File: src/sv/assert_macros.svh
// assertion macros used by the sector cache datapath
// expects signals named clk and rst_n in the module that uses them
`ifndef ASSERT_MACROS_SVH
`define ASSERT_MACROS_SVH

// same-cycle implication, disabled during reset
`define SCC_ASSERT_IMP(lbl, ante, cons, msg) \
    lbl: assert property (@(posedge clk) disable iff (!rst_n) (ante) |-> (cons)) \
        else $error(msg);

// next-cycle implication, disabled during reset
`define SCC_ASSERT_NXT(lbl, ante, cons, msg) \
    lbl: assert property (@(posedge clk) disable iff (!rst_n) (ante) |=> (cons)) \
        else $error(msg);

`endif

File: src/sv/scc_pkg.sv
// shared types and constants for the sector cache tag and clock replacement block
// no dependencies; imported by every module of the block
`timescale 1ns / 1ps
`default_nettype none

package scc_pkg;

    localparam int SLOTS       = 64;
    localparam int SECTOR_BITS = 32;
    localparam int SLOT_W      = (SLOTS > 1) ? $clog2(SLOTS) : 1;
    localparam int CNT_W       = SLOT_W + 1;

    // request command codes
    typedef enum logic [1:0] {
        CMD_READ  = 2'd0,
        CMD_WRITE = 2'd1,
        CMD_FLUSH = 2'd2,
        CMD_NONE  = 2'd3
    } command_t;

    typedef struct packed {
        command_t                command;
        logic [SECTOR_BITS-1:0]  sector;
    } req_t;

    typedef struct packed {
        logic [SLOT_W-1:0]       slot;
        logic                    hit;
        logic                    fill_needed;
        logic                    writeback_valid;
        logic [SECTOR_BITS-1:0]  writeback_sector;
        logic                    last;
    } rsp_t;

    // controller states
    typedef enum logic [3:0] {
        ST_IDLE,
        ST_LOOKUP,
        ST_HIT,
        ST_SWEEP,
        ST_VREAD,
        ST_INSTALL,
        ST_FL_SCAN,
        ST_FL_CAP,
        ST_FL_END
    } state_t;

    // tag memory read address source
    typedef enum logic [1:0] {
        RD_NONE,
        RD_SCAN,
        RD_SEL
    } rd_sel_t;

    // kind of result loaded into the output register
    typedef enum logic [2:0] {
        EMIT_NONE,
        EMIT_HIT,
        EMIT_MISS,
        EMIT_PEND,
        EMIT_PEND_LAST
    } emit_t;

    // controller to datapath commands
    typedef struct packed {
        logic    start;
        logic    lookup_step;
        logic    sweep_step;
        logic    flush_take;
        logic    flush_skip;
        logic    pend_load;
        rd_sel_t rd_sel;
        emit_t   emit;
    } dp_cmd_t;

    // datapath to controller status
    typedef struct packed {
        logic lk_match;
        logic lk_last;
        logic free_any;
        logic sweep_hit;
        logic fl_end;
        logic fl_dirty;
        logic pend_vld;
        logic out_free;
    } dp_status_t;

endpackage

`default_nettype wire

File: src/sv/scc_ctrl.sv
// controller state machine for the sector cache block
// depends on scc_pkg; drives the datapath through dp_cmd_t
`timescale 1ns / 1ps
`default_nettype none

module scc_ctrl (
    input  logic                 clk,
    input  logic                 rst_n,
    input  logic                 req_valid,
    output logic                 req_ready,
    input  scc_pkg::command_t    req_command,
    input  scc_pkg::dp_status_t  status,
    output scc_pkg::dp_cmd_t     cmd
);

    import scc_pkg::*;

    state_t state_reg;
    state_t state_next;

    // state register
    always_ff @(posedge clk or negedge rst_n)
    begin
        if (!rst_n)
        begin
            state_reg <= ST_IDLE;
        end
        else
        begin
            state_reg <= state_next;
        end
    end

    // next state
    always_comb
    begin
        state_next = state_reg;
        unique case (state_reg)
            ST_IDLE:
            begin
                if (req_valid)
                begin
                    unique case (req_command) inside
                        CMD_READ, CMD_WRITE: state_next = ST_LOOKUP;
                        CMD_FLUSH:           state_next = ST_FL_SCAN;
                        default:             state_next = ST_IDLE;
                    endcase
                end
            end
            ST_LOOKUP:
            begin
                if (status.lk_match)
                    state_next = ST_HIT;
                else if (status.lk_last)
                    state_next = status.free_any ? ST_INSTALL : ST_SWEEP;
            end
            ST_HIT:
            begin
                if (status.out_free)
                    state_next = ST_IDLE;
            end
            ST_SWEEP:
            begin
                if (status.sweep_hit)
                    state_next = ST_VREAD;
            end
            ST_VREAD:
            begin
                state_next = ST_INSTALL;
            end
            ST_INSTALL:
            begin
                if (status.out_free)
                    state_next = ST_IDLE;
            end
            ST_FL_SCAN:
            begin
                if (status.fl_end)
                    state_next = ST_FL_END;
                else if (status.fl_dirty)
                    state_next = ST_FL_CAP;
            end
            ST_FL_CAP:
            begin
                if (!status.pend_vld || status.out_free)
                    state_next = ST_FL_SCAN;
            end
            ST_FL_END:
            begin
                if (!status.pend_vld || status.out_free)
                    state_next = ST_IDLE;
            end
            default:
            begin
                state_next = ST_IDLE;
            end
        endcase
    end

    // outputs
    always_comb
    begin
        req_ready       = 1'b0;
        cmd.start       = 1'b0;
        cmd.lookup_step = 1'b0;
        cmd.sweep_step  = 1'b0;
        cmd.flush_take  = 1'b0;
        cmd.flush_skip  = 1'b0;
        cmd.pend_load   = 1'b0;
        cmd.rd_sel      = RD_NONE;
        cmd.emit        = EMIT_NONE;
        unique case (state_reg)
            ST_IDLE:
            begin
                req_ready = 1'b1;
                cmd.start = req_valid;
            end
            ST_LOOKUP:
            begin
                cmd.lookup_step = 1'b1;
                cmd.rd_sel      = RD_SCAN;
            end
            ST_HIT:
            begin
                if (status.out_free)
                    cmd.emit = EMIT_HIT;
            end
            ST_SWEEP:
            begin
                cmd.sweep_step = 1'b1;
            end
            ST_VREAD:
            begin
                cmd.rd_sel = RD_SEL;
            end
            ST_INSTALL:
            begin
                if (status.out_free)
                    cmd.emit = EMIT_MISS;
            end
            ST_FL_SCAN:
            begin
                if (!status.fl_end)
                begin
                    if (status.fl_dirty)
                    begin
                        cmd.flush_take = 1'b1;
                        cmd.rd_sel     = RD_SCAN;
                    end
                    else
                    begin
                        cmd.flush_skip = 1'b1;
                    end
                end
            end
            ST_FL_CAP:
            begin
                if (!status.pend_vld)
                begin
                    cmd.pend_load = 1'b1;
                end
                else if (status.out_free)
                begin
                    cmd.emit      = EMIT_PEND;
                    cmd.pend_load = 1'b1;
                end
            end
            ST_FL_END:
            begin
                if (status.pend_vld && status.out_free)
                    cmd.emit = EMIT_PEND_LAST;
            end
            default:
            begin
                req_ready = 1'b0;
            end
        endcase
    end

endmodule

`default_nettype wire

File: src/sv/scc_datapath.sv
// datapath for the sector cache block: tag memory, policy bits, clock hand,
// scan counter, flush holding register and output register; depends on scc_pkg
`timescale 1ns / 1ps
`default_nettype none
`include "assert_macros.svh"

module scc_datapath (
    input  logic                 clk,
    input  logic                 rst_n,
    input  scc_pkg::req_t        req,
    input  scc_pkg::dp_cmd_t     cmd,
    output scc_pkg::dp_status_t  status,
    output logic                 rsp_valid,
    input  logic                 rsp_ready,
    output scc_pkg::rsp_t        rsp
);

    import scc_pkg::*;

    // tag memory, no reset: only read behind a valid bit
    logic [SECTOR_BITS-1:0] tag_mem [SLOTS];
    logic [SECTOR_BITS-1:0] tag_rd_reg;

    // policy bits
    logic [SLOTS-1:0] valid_reg, valid_next;
    logic [SLOTS-1:0] dirty_reg, dirty_next;
    logic [SLOTS-1:0] access_reg, access_next;
    logic [SLOT_W-1:0] hand_reg, hand_next;

    // request and scan state
    logic [SECTOR_BITS-1:0] sector_reg;
    logic                   write_reg;
    logic [CNT_W-1:0]       idx_reg;
    logic [SLOT_W-1:0]      pidx_reg;
    logic                   pvld_reg;
    logic                   free_found_reg;
    logic [SLOT_W-1:0]      sel_reg;
    logic                   wbv_reg;

    // flush holding register
    logic                   pend_vld_reg;
    logic [SLOT_W-1:0]      pend_slot_reg;
    logic [SECTOR_BITS-1:0] pend_tag_reg;

    // output register
    logic rsp_valid_reg;
    rsp_t rsp_reg, rsp_next;

    logic [SLOT_W-1:0] idx_slot;
    logic [SLOT_W-1:0] rd_addr;
    logic              idx_in_range;
    logic              lk_match;
    logic              take_free;
    logic              sweep_hit;

    assign idx_slot     = idx_reg[SLOT_W-1:0];
    assign idx_in_range = (idx_reg < CNT_W'(SLOTS));
    assign lk_match     = pvld_reg && valid_reg[pidx_reg] && (tag_rd_reg == sector_reg);
    assign take_free    = pvld_reg && !valid_reg[pidx_reg] && !free_found_reg;
    assign sweep_hit    = !access_reg[hand_reg];
    assign rd_addr      = (cmd.rd_sel == RD_SEL) ? sel_reg : idx_slot;

    // status to the controller
    always_comb
    begin
        status.lk_match  = lk_match;
        status.lk_last   = pvld_reg && (pidx_reg == SLOT_W'(SLOTS - 1));
        status.free_any  = free_found_reg || (pvld_reg && !valid_reg[pidx_reg]);
        status.sweep_hit = sweep_hit;
        status.fl_end    = !idx_in_range;
        status.fl_dirty  = idx_in_range && valid_reg[idx_slot] && dirty_reg[idx_slot];
        status.pend_vld  = pend_vld_reg;
        status.out_free  = !rsp_valid_reg || rsp_ready;
    end

    // tag memory write on install
    always_ff @(posedge clk)
    begin
        if (cmd.emit == EMIT_MISS)
            tag_mem[sel_reg] <= sector_reg;
    end

    // tag memory registered read
    always_ff @(posedge clk)
    begin
        if (cmd.rd_sel != RD_NONE)
            tag_rd_reg <= tag_mem[rd_addr];
    end

    // policy bit updates
    always_comb
    begin
        valid_next  = valid_reg;
        dirty_next  = dirty_reg;
        access_next = access_reg;
        if (cmd.sweep_step && !sweep_hit)
            access_next[hand_reg] = 1'b0;
        if (cmd.flush_take)
            dirty_next[idx_slot] = 1'b0;
        case (cmd.emit)
            EMIT_HIT:
            begin
                access_next[sel_reg] = 1'b1;
                if (write_reg)
                    dirty_next[sel_reg] = 1'b1;
            end
            EMIT_MISS:
            begin
                valid_next[sel_reg]  = 1'b1;
                access_next[sel_reg] = 1'b1;
                dirty_next[sel_reg]  = write_reg;
            end
            default:
            begin
                valid_next = valid_reg;
            end
        endcase
    end

    // clock hand advances on every sweep step, wrapping at the slot count
    always_comb
    begin
        hand_next = hand_reg;
        if (cmd.sweep_step)
            hand_next = (hand_reg == SLOT_W'(SLOTS - 1)) ? '0 : hand_reg + SLOT_W'(1);
    end

    // control registers
    always_ff @(posedge clk or negedge rst_n)
    begin
        if (!rst_n)
        begin
            valid_reg      <= '0;
            dirty_reg      <= '0;
            access_reg     <= '0;
            hand_reg       <= '0;
            idx_reg        <= '0;
            pvld_reg       <= 1'b0;
            free_found_reg <= 1'b0;
            wbv_reg        <= 1'b0;
            pend_vld_reg   <= 1'b0;
            rsp_valid_reg  <= 1'b0;
        end
        else
        begin
            valid_reg  <= valid_next;
            dirty_reg  <= dirty_next;
            access_reg <= access_next;
            hand_reg   <= hand_next;

            if (cmd.start)
            begin
                idx_reg        <= '0;
                pvld_reg       <= 1'b0;
                free_found_reg <= 1'b0;
                wbv_reg        <= 1'b0;
                pend_vld_reg   <= 1'b0;
            end
            else
            begin
                // lookup: issue read at idx, compare in the next cycle
                if (cmd.lookup_step)
                begin
                    pvld_reg <= idx_in_range;
                    if (idx_in_range)
                        idx_reg <= idx_reg + CNT_W'(1);
                    if (take_free)
                        free_found_reg <= 1'b1;
                end
                // victim found: remember whether it is dirty
                if (cmd.sweep_step && sweep_hit)
                    wbv_reg <= dirty_reg[hand_reg];
                // flush scan
                if (cmd.flush_take || cmd.flush_skip)
                    idx_reg <= idx_reg + CNT_W'(1);
                if (cmd.pend_load)
                    pend_vld_reg <= 1'b1;
                else if (cmd.emit == EMIT_PEND_LAST)
                    pend_vld_reg <= 1'b0;
            end

            // output valid
            if (cmd.emit != EMIT_NONE)
                rsp_valid_reg <= 1'b1;
            else if (rsp_ready)
                rsp_valid_reg <= 1'b0;
        end
    end

    // payload registers
    always_ff @(posedge clk)
    begin
        if (cmd.start)
        begin
            sector_reg <= req.sector;
            write_reg  <= (req.command == CMD_WRITE);
        end
        if (cmd.lookup_step)
            pidx_reg <= idx_slot;
        if (cmd.lookup_step && (lk_match || take_free))
            sel_reg <= pidx_reg;
        else if (cmd.sweep_step && sweep_hit)
            sel_reg <= hand_reg;
        else if (cmd.flush_take)
            sel_reg <= idx_slot;
        if (cmd.pend_load)
        begin
            pend_slot_reg <= sel_reg;
            pend_tag_reg  <= tag_rd_reg;
        end
        if (cmd.emit != EMIT_NONE)
            rsp_reg <= rsp_next;
    end

    // result formatting
    always_comb
    begin
        rsp_next.slot             = sel_reg;
        rsp_next.hit              = 1'b0;
        rsp_next.fill_needed      = 1'b0;
        rsp_next.writeback_valid  = 1'b0;
        rsp_next.writeback_sector = '0;
        rsp_next.last             = 1'b1;
        case (cmd.emit) inside
            EMIT_HIT:
            begin
                rsp_next.hit = 1'b1;
            end
            EMIT_MISS:
            begin
                rsp_next.fill_needed      = 1'b1;
                rsp_next.writeback_valid  = wbv_reg;
                rsp_next.writeback_sector = wbv_reg ? tag_rd_reg : '0;
            end
            EMIT_PEND, EMIT_PEND_LAST:
            begin
                rsp_next.slot             = pend_slot_reg;
                rsp_next.writeback_valid  = 1'b1;
                rsp_next.writeback_sector = pend_tag_reg;
                rsp_next.last             = (cmd.emit == EMIT_PEND_LAST);
            end
            default:
            begin
                rsp_next.slot = sel_reg;
            end
        endcase
    end

    assign rsp_valid = rsp_valid_reg;
    assign rsp       = rsp_reg;

    // checks
    `SCC_ASSERT_IMP(a_emit_free, cmd.emit != EMIT_NONE, !rsp_valid_reg || rsp_ready,
                    "result loaded over an unread result")
    `SCC_ASSERT_NXT(a_miss_marks, cmd.emit == EMIT_MISS,
                    valid_reg[$past(sel_reg)] && access_reg[$past(sel_reg)],
                    "installed slot not valid and referenced")
    `SCC_ASSERT_IMP(a_take_dirty, cmd.flush_take,
                    idx_in_range && valid_reg[idx_slot] && dirty_reg[idx_slot],
                    "flush took a clean slot")
    `SCC_ASSERT_IMP(a_hit_clean, rsp_valid_reg && rsp_reg.hit,
                    !rsp_reg.writeback_valid && !rsp_reg.fill_needed && rsp_reg.last,
                    "hit result with miss fields")

endmodule

`default_nettype wire

File: src/sv/sector_cache_clock_replacement_top.sv
// top level of the sector cache tag and clock replacement block
// depends on scc_pkg, scc_ctrl and scc_datapath
//
// usage:
//   req channel (req_valid/req_ready/req) takes one request: read, write or flush.
//   rsp channel (rsp_valid/rsp_ready/rsp) returns results; last marks the final
//   result of a request. unused command code gives no result.
// sequencing:
//   one request at a time; req_ready is high only while the controller is idle.
//   read/write: the tag search reads one slot per cycle from the tag memory
//   (one read port); the search stops at a hit, while a miss scans every slot;
//   a miss with no free slot adds the clock sweep (one slot per cycle) and a tag
//   read of the victim. flush: scans every slot and returns one result for each
//   dirty slot found.
// reset: rst_n clears all valid, dirty and access bits and the hand; the tag
//   memory is not cleared and no clearing pass is needed.
// stall: results sit in an output register until taken; the controller waits
//   while it is full, and a new request may be taken while a result waits.
`timescale 1ns / 1ps
`default_nettype none

module sector_cache_clock_replacement_top (
    input  logic           clk,
    input  logic           rst_n,
    input  logic           req_valid,
    output logic           req_ready,
    input  scc_pkg::req_t  req,
    output logic           rsp_valid,
    input  logic           rsp_ready,
    output scc_pkg::rsp_t  rsp
);

    import scc_pkg::*;

    dp_cmd_t    cmd;
    dp_status_t status;

    // controller
    scc_ctrl u_ctrl (
        .clk         (clk),
        .rst_n       (rst_n),
        .req_valid   (req_valid),
        .req_ready   (req_ready),
        .req_command (req.command),
        .status      (status),
        .cmd         (cmd)
    );

    // datapath
    scc_datapath u_datapath (
        .clk       (clk),
        .rst_n     (rst_n),
        .req       (req),
        .cmd       (cmd),
        .status    (status),
        .rsp_valid (rsp_valid),
        .rsp_ready (rsp_ready),
        .rsp       (rsp)
    );

endmodule

`default_nettype wire
File: config.mk
export PLATFORM = sky130hd
export DESIGN_NAME = sector_cache_clock_replacement_top
export DESIGN_NICKNAME = d
export VERILOG_FILES = /design/src/sv/scc_pkg.sv /design/src/sv/scc_ctrl.sv /design/src/sv/scc_datapath.sv /design/src/sv/sector_cache_clock_replacement_top.sv
export VERILOG_INCLUDE_DIRS = /design/src /design/src/sv
export SDC_FILE = /design/constraint.sdc
export NUM_CORES = 2
export LEC_CHECK = 0
export ABC_AREA = 1
export ABC_CLOCK_PERIOD_IN_PS = 10000
export BUFFER_PORTS_ARGS = -buffer_cell sky130_fd_sc_hd__buf_4
export CAP_MARGIN = 15
export CORE_AREA = 2 2 447 493
export CTS_CLUSTER_SIZE = 16
export DETAILED_ROUTE_END_ITERATION = 6
export DIE_AREA = 0 0 449 495
export PLACE_DENSITY_LB_ADDON = 0.08
export SLEW_MARGIN = 25
export SYNTH_ARGS = -nofsm -noshare
export SYNTH_HDL_FRONTEND = slang
export SYNTH_SLANG_ARGS = --single-unit
File: constraint.sdc
create_clock -name clk -period 10 [get_ports clk]
set_input_delay 3 -clock clk [delete_from_list [all_inputs] [get_ports clk]]
set_output_delay 3 -clock clk [all_outputs]
set_load 0.005 [all_outputs]
After elaboration in Yosys (flattened, before gate mapping)
Memories as Yosys holds them, arrays and structs flattened. A register that Yosys moved wholly into a read port is not among the register bits.
Index checks and enable logic that the tools add are counted.
Widths: inputs -> output; s select.
{"block": "word_totals", "ramBits": 2048, "output_inout_bits": 44, "register_bits": 339, "mem_count": 1, "wordCells": 195}
{"block": "op_classes", "n_lt_le_gt_ge": 8, "bitwise": 8, "reduce_logical": 44, "n_eq_ne": 25, "mux": 84, "add_sub_neg": 2}
{"memory": "u_datapath.tag_mem", "depth": 64, "word_bits": 32, "rd": 1, "rd_ports_with_merged_regs": 1, "write_ports": 1, "line": "scc_datapath.sv:21", "text": "logic [SECTOR_BITS-1:0] tag_mem [SLOTS];"}
{"cell": "$mux 64", "count": 4}
{"cell": "$or 64x64->64", "count": 3}
{"cell": "$and 64x64->64", "count": 2}
{"cell": "$not 64->64", "count": 2}
{"cell": "$pmux 64 s2", "count": 1}
{"cell": "$mux 33", "count": 2}
{"cell": "$bwmux 64", "count": 1}
{"cell": "$mux 6", "count": 8}
{"cell": "$mux 4", "count": 9}
{"cell": "$mux 1", "count": 34}
{"cell": "$eq 32x32->1", "count": 1}
{"cell": "$mux 32", "count": 1}
{"cell": "$pmux 4 s8", "count": 1}
{"cell": "$bmux 1 s6", "count": 5}
{"cell": "$lt 6x7->1 const B", "count": 4}
{"cell": "$mux 7", "count": 4}
{"cell": "$demux 1 s6", "count": 3}
{"cell": "$ge 6x1->1 const B", "count": 3}
{"cell": "$eq 4x3->1 const B", "count": 4}
{"cell": "$reduce_bool 3->1", "count": 5}
{"cell": "$logic_and 1x1->1", "count": 14}
{"cell": "$eq 6x6->1 const B", "count": 2}
{"cell": "$pmux 3 s4", "count": 1}
{"cell": "$mux 2", "count": 5}
{"cell": "28 further kinds", "count": 52}

Depth between registers and ports, before layout
{"block": "logic_depth", "word_depth": 11, "depth_mapped": 19, "mapped_depth_nobuf": 17}

Modules after synthesis
From an unflattened synthesis, not the netlist that was laid out.
{"block": "hier_totals", "cells_unflattened": 8506, "hier_area_um2": 99391.6}
{"mod": "scc_datapath", "instances": 1, "cells_per_inst": 8414, "area_each_um2": 98889.8}
{"mod": "scc_ctrl", "instances": 1, "cells_per_inst": 92, "area_each_um2": 501.7}

Worst setup path after synthesis
Ideal clock, no wire load.
{"block": "synth_path", "path_type": "input to register", "start": "input port rsp_ready", "end": "memory u_datapath.tag_mem[17][0] (enable)", "n_path_buf": 3, "t_required_ns": 9.579, "path_stages": 7, "setup_time_ns": 0.421, "t_arrival_ns": 5.303, "setup_slack_ns": 4.276, "path_cell_list": "nor2_1 inv_1 nand2_1 clkbuf_1 clkbuf_1 buf_1 nor2_1"}
{"block": "synth_between", "elab_chain_cells": 7}
{"item": "start: declaration", "line": "sector_cache_clock_replacement_top.sv:29", "text": "input logic rsp_ready,"}
{"item": "$logic_or 1x1->1 *", "line": "scc_datapath.sv:73", "text": "status.out_free = !rsp_valid_reg || rsp_ready;"}
{"item": "$mux 2 / $logic_and 1x1->1 (equally long branches)", "line": "scc_ctrl.sv:162, scc_ctrl.sv:170"}
{"item": "$mux 3 (on tied branches)", "line": "scc_ctrl.sv:158, scc_ctrl.sv:170"}
{"item": "$pmux 3 s4 *", "line": "scc_ctrl.sv:112", "text": "unique case (state_reg)"}
{"item": "$eq 3x2->1 *", "line": "scc_datapath.sv:79", "text": "if (cmd.emit == EMIT_MISS)"}
{"item": "$mux 1 *", "line": "scc_datapath.sv:79"}
{"item": "$mux 1 (implied by the code) *", "line": "scc_datapath.sv:80", "text": "tag_mem[sel_reg] <= sector_reg;"}
{"item": "end: declaration", "line": "scc_datapath.sv:21"}
Mark *: on every way between the ends. The rest lies on a longest branch, timed or not.

Final worst setup path
{"block": "layout_path", "start": "register u_datapath.idx_reg[0]", "end": "register u_datapath.tag_rd_reg[29], read port of u_datapath.tag_mem (data pin)"}
{"block": "layout_between", "elab_chain_cells": 9}
{"item": "start: declaration", "line": "scc_datapath.sv:33", "text": "logic [CNT_W-1:0] idx_reg;"}
{"item": "start signal: assignment", "line": "scc_datapath.sv:166", "text": "idx_reg <= idx_reg + CNT_W'(1);"}
{"item": "start signal: assignment", "line": "scc_datapath.sv:175", "text": "idx_reg <= idx_reg + CNT_W'(1);"}
{"item": "$bmux 1 s6", "line": "scc_datapath.sv:71", "text": "status.fl_dirty = idx_in_range && valid_reg[idx_slot] && dirty_reg[idx_slot];"}
{"item": "$mux 1 (implied by the code)", "line": "scc_datapath.sv:71"}
{"item": "$logic_and 1x1->1 (2 in a row)", "line": "scc_datapath.sv:71"}
{"item": "$mux 1", "line": "scc_ctrl.sv:145", "text": "if (status.fl_dirty)"}
{"item": "$mux 2", "line": "scc_ctrl.sv:143", "text": "if (!status.fl_end)"}
{"item": "$pmux 2 s3", "line": "scc_ctrl.sv:112"}
{"item": "$eq 2x2->1", "line": "scc_datapath.sv:61", "text": "assign rd_addr = (cmd.rd_sel == RD_SEL) ? sel_reg : idx_slot;"}
{"item": "$mux 6", "line": "scc_datapath.sv:61"}
{"item": "end: declaration", "line": "scc_datapath.sv:22", "text": "logic [SECTOR_BITS-1:0] tag_rd_reg;"}
Several ways; a longest one is shown, not always the timed one. The select of a mux whose other input is x is not followed.
A chain may end at the register's enable or synchronous reset.

==> impl_results.md <==
* DR vias at 70200
* Data arrival time of the worst path at roughly 6.0 ns
* Starting density of the core at 46.7%
* Vias per inst at 5.96
* Hold Buf Count CTS at 0
* Number of global-route vias before repair at 65300
* Final Hold Viols at 0
* Die Ht at 495 um
* Yosys warnings at 0
* Switching Power at approximately 0.014 W
* Total global-route track usage at 30.6%
* Non-Filler Instances at about 12000
* Crit. End Element: flip-flop
* Power Total at 0.0349 W
* Residual DRC at 0
* Comb pwr share at 37.7%
* Pin count of the biggest net entering global routing at 168
* Seq pwr share at 35.2%
* Seq cells post-synth at 2419
* Synth cell types at 48
* Crit path required time at between 10 and 15 ns
* Root Driver: clkbuf_16
* # rows at 180
* Die Width at between 400 and 500 um
* Worst Path Max Fanout at 82
* Routed Wire Length at 347000 um
* Hold Path Class: flip-flop to flip-flop
* I/O Buffers at 81
* Syn_area_per_cell at 11.7 um^2
* First-pass GRT wire length at between 400000 and 500000 um
* Routability congestion estimate at ~0.94
* Min Tclk post-route at 5.26 ns
* Reg clk slew, reported paths at 0.06 ns
* Max Cap Viol at 0
* Sequential cell area fraction in the yosys report at 70.5%
* Clock power share at 27.2%
* Antenna Nets Post-Route at 0
* Area growth, synth to finish at 12.6%
* Unrepaired setup endpoints after global routing: no
* Number of flip-flops in the largest register at 2048
* Clk_lat worst skew at 0.96 ns
* Syn Nets at between 8000 and 9000
* Period Utilization, post-route at 52.6%
* Final setup violation count at 0
* H-tree depth at 5
* Initial detailed-routing violation count at 9382
* CTS resizes at 0
* DP HPWL at 207000 um
* Worst hold margin at ~0.47 ns
* Critical path class: flip-flop to flip-flop
* Max clock buf depth at 4
* Per-cell routed wire length at ~29 um
* CTS tree: done
* Power per cell area at 305 nW/um^2
* Status: finished, final reports clean
* Cells after Synth at about 8700
* Core ar. at 218000 um^2
* Total die area at 222000 um^2
* Final nets at 8711
* Worst setup skew after layout at 0.0606 ns
* Startpoint type of the worst setup path: flip-flop
* Post-CTS Setup Inserts at 0
* Share of cells above drive strength 1 at 8.52%
* Biggest register: u_datapath.tag_mem
* Worst Tran Pin Value at 1.13 ns
* Switching Share at 41.0%
* Slew Limit Fails at 0
* Total internal power at 0.0206 W
* Mapped cell area at 102000 um^2
* Worst vdd ir at approximately 380 uV
* Util after Layout at 52.5%
* Slew headroom at 24.8%
* Drt pass-1 iters at 6
* TNS Setup at 0 ns
* Initial antenna violation count at 18
* Clock Sinks at ~2400
* Fmax at approximately 190 MHz
* CTS buffer count at 277
* GRT overflow at 0
* Leakage at roughly 40 nW
* Placed insts at 11300
* Num ports at 82
==> cells in the final DEF (no fill, tap or decap), drive strengths merged, types with 18 or more instances in the layout <==
cell type  netlist  routed
a21oi           90      90
clkbuf         261     356
o21bai         442     442
inv            366     369
nand4           18      18
o211ai         140     140
nand3          610     610
buf            299     297
o22ai          217     217
nor3           111     111
edfxtp        2205    2205
nand2         1537    1537
o21ai         1332    1332
nor2           758     758
dfrtp          214     214
clkinv           3     101
==> layer usage <==
metal | part of all wire (%) | vias up | GRT usage [%] | wire [um]
met5 | 0.012 | - | 0 | 41
met4 | 4.4 | 6 | 12.7 | 15200
met3 | 9.1 | 545 | 5.50 | 31600
met2 | 44 | 3243 | 45.7 | 154000
met1 | 42 | 35300 | 44.3 | 146000
li1 | - | 31100 | - | -
==> Yosys cell counts (all sizes together) <==
library cell  count  area share [%]
nor4              3           0.018
xor2              7           0.060
a21oi            90            0.44
nor2            758             2.8
or2               6           0.037
a22o              1          0.0086
nor3            111            0.57
inv             366             1.4
xnor2             5           0.043
a32o             11            0.11
and2              1          0.0062
o221ai            1          0.0086
buf             299             1.8
nor3b             2           0.015
nand4            18            0.11
clkbuf          261            0.99
a22oi             2           0.015
nand3           610             3.0
o21bai          442             3.3
nand2          1537             5.7
a31oi             2           0.012
o21ai          1332             6.6
dfrtp           214             5.3
a221oi            2           0.017
o22ai           217             1.3
nand3b            5           0.037
o2111ai           2           0.017
edfxtp         2205              65
ha                2           0.025
clkinv            3           0.011
o211ai          140             1.0
==> stage by stage <==
stage	worst slack, ns	area, um^2
floorplan	4.28	102000
global placement	3.86	105000
detailed placement	3.93	106000
CTS	4.83	114000
global route	4.55	114000
finish	4.74	114000
==> worst max-delay path, cell delays in order, from the launching register on <==
cell      delay (ns)
dfrtp_2         0.82
buf_4           0.72
nand2_4         0.13
nand2_8         0.57
buf_4           0.61
buf_4           0.66
o21ai_0         0.13
o21bai_1        0.20
nand3_1         0.12
nand3_1         0.24
nand3_1         0.33
nand3_1         0.10
nand2_1         0.24
==> path summary, 6_finish.rpt <==
path	from	endpoint	slack [ns]	cells past startpoint
min in group asynchronous	rst_n	u_datapath.dirty_reg[5]$_DFF_PN0_	2.13	1
setup reg to reg	u_datapath.idx_reg[0]$_DFFE_PN0P_	u_datapath.tag_rd_reg[29]$_DFFE_PP_	4.74	12
hold / removal	u_datapath.valid_reg[8]$_DFFE_PN0P_	u_datapath.valid_reg[8]$_DFFE_PN0P_	0.47	2
max in group asynchronous	rst_n	u_datapath.valid_reg[45]$_DFFE_PN0P_	6.44	2
setup / recovery	u_datapath.idx_reg[0]$_DFFE_PN0P_	u_datapath.tag_rd_reg[29]$_DFFE_PP_	4.74	12
hold reg to reg	u_datapath.valid_reg[8]$_DFFE_PN0P_	u_datapath.valid_reg[8]$_DFFE_PN0P_	0.47	2
==> area by class of cell <==
type | instances | area (um^2)
fill | 18900 | 103000
sequential | 2419 | 71600
multi-input combinational | 5307 | 26300
clock buffer | 356 | 7470
tap | 2912 | 3640
timing repair buffer | 297 | 3120
inverter | 369 | 1420
clock inverter | 115 | 756
antenna | 6 | 15.0
==> cell families (layout without fill, tap and decap cells) <==
logic type	after synthesis	count (layout)	share of synthesized area [%]
buffers and inverters	929	1137	4.16
and+or+nand+nor	3051	3051	12.4
AOI/OAI and AO/OA	2242	2242	12.9
adders and majority gates	2	2	0.0246
other	0	6	0
DFF	2419	2419	70.5
xor gates and xnor gates	12	12	0.104
==> power by group through the flow <==
| stage | Clock (W) | Combinational, W | Sequential [W] |
|---|---|---|---|
| finish | 0.00948 | 0.0131 | 0.0123 |
| global route | 0.00997 | 0.0141 | 0.0123 |
| CTS | 0.00959 | 0.0130 | 0.0123 |
| detailed placement | 0 | 0.0130 | 0.0125 |
| global placement | 0 | 0.0129 | 0.0125 |
| floorplan | 0 | 0.00778 | 0.0125 |
Note: power is estimated with default switching activity, not from simulation.
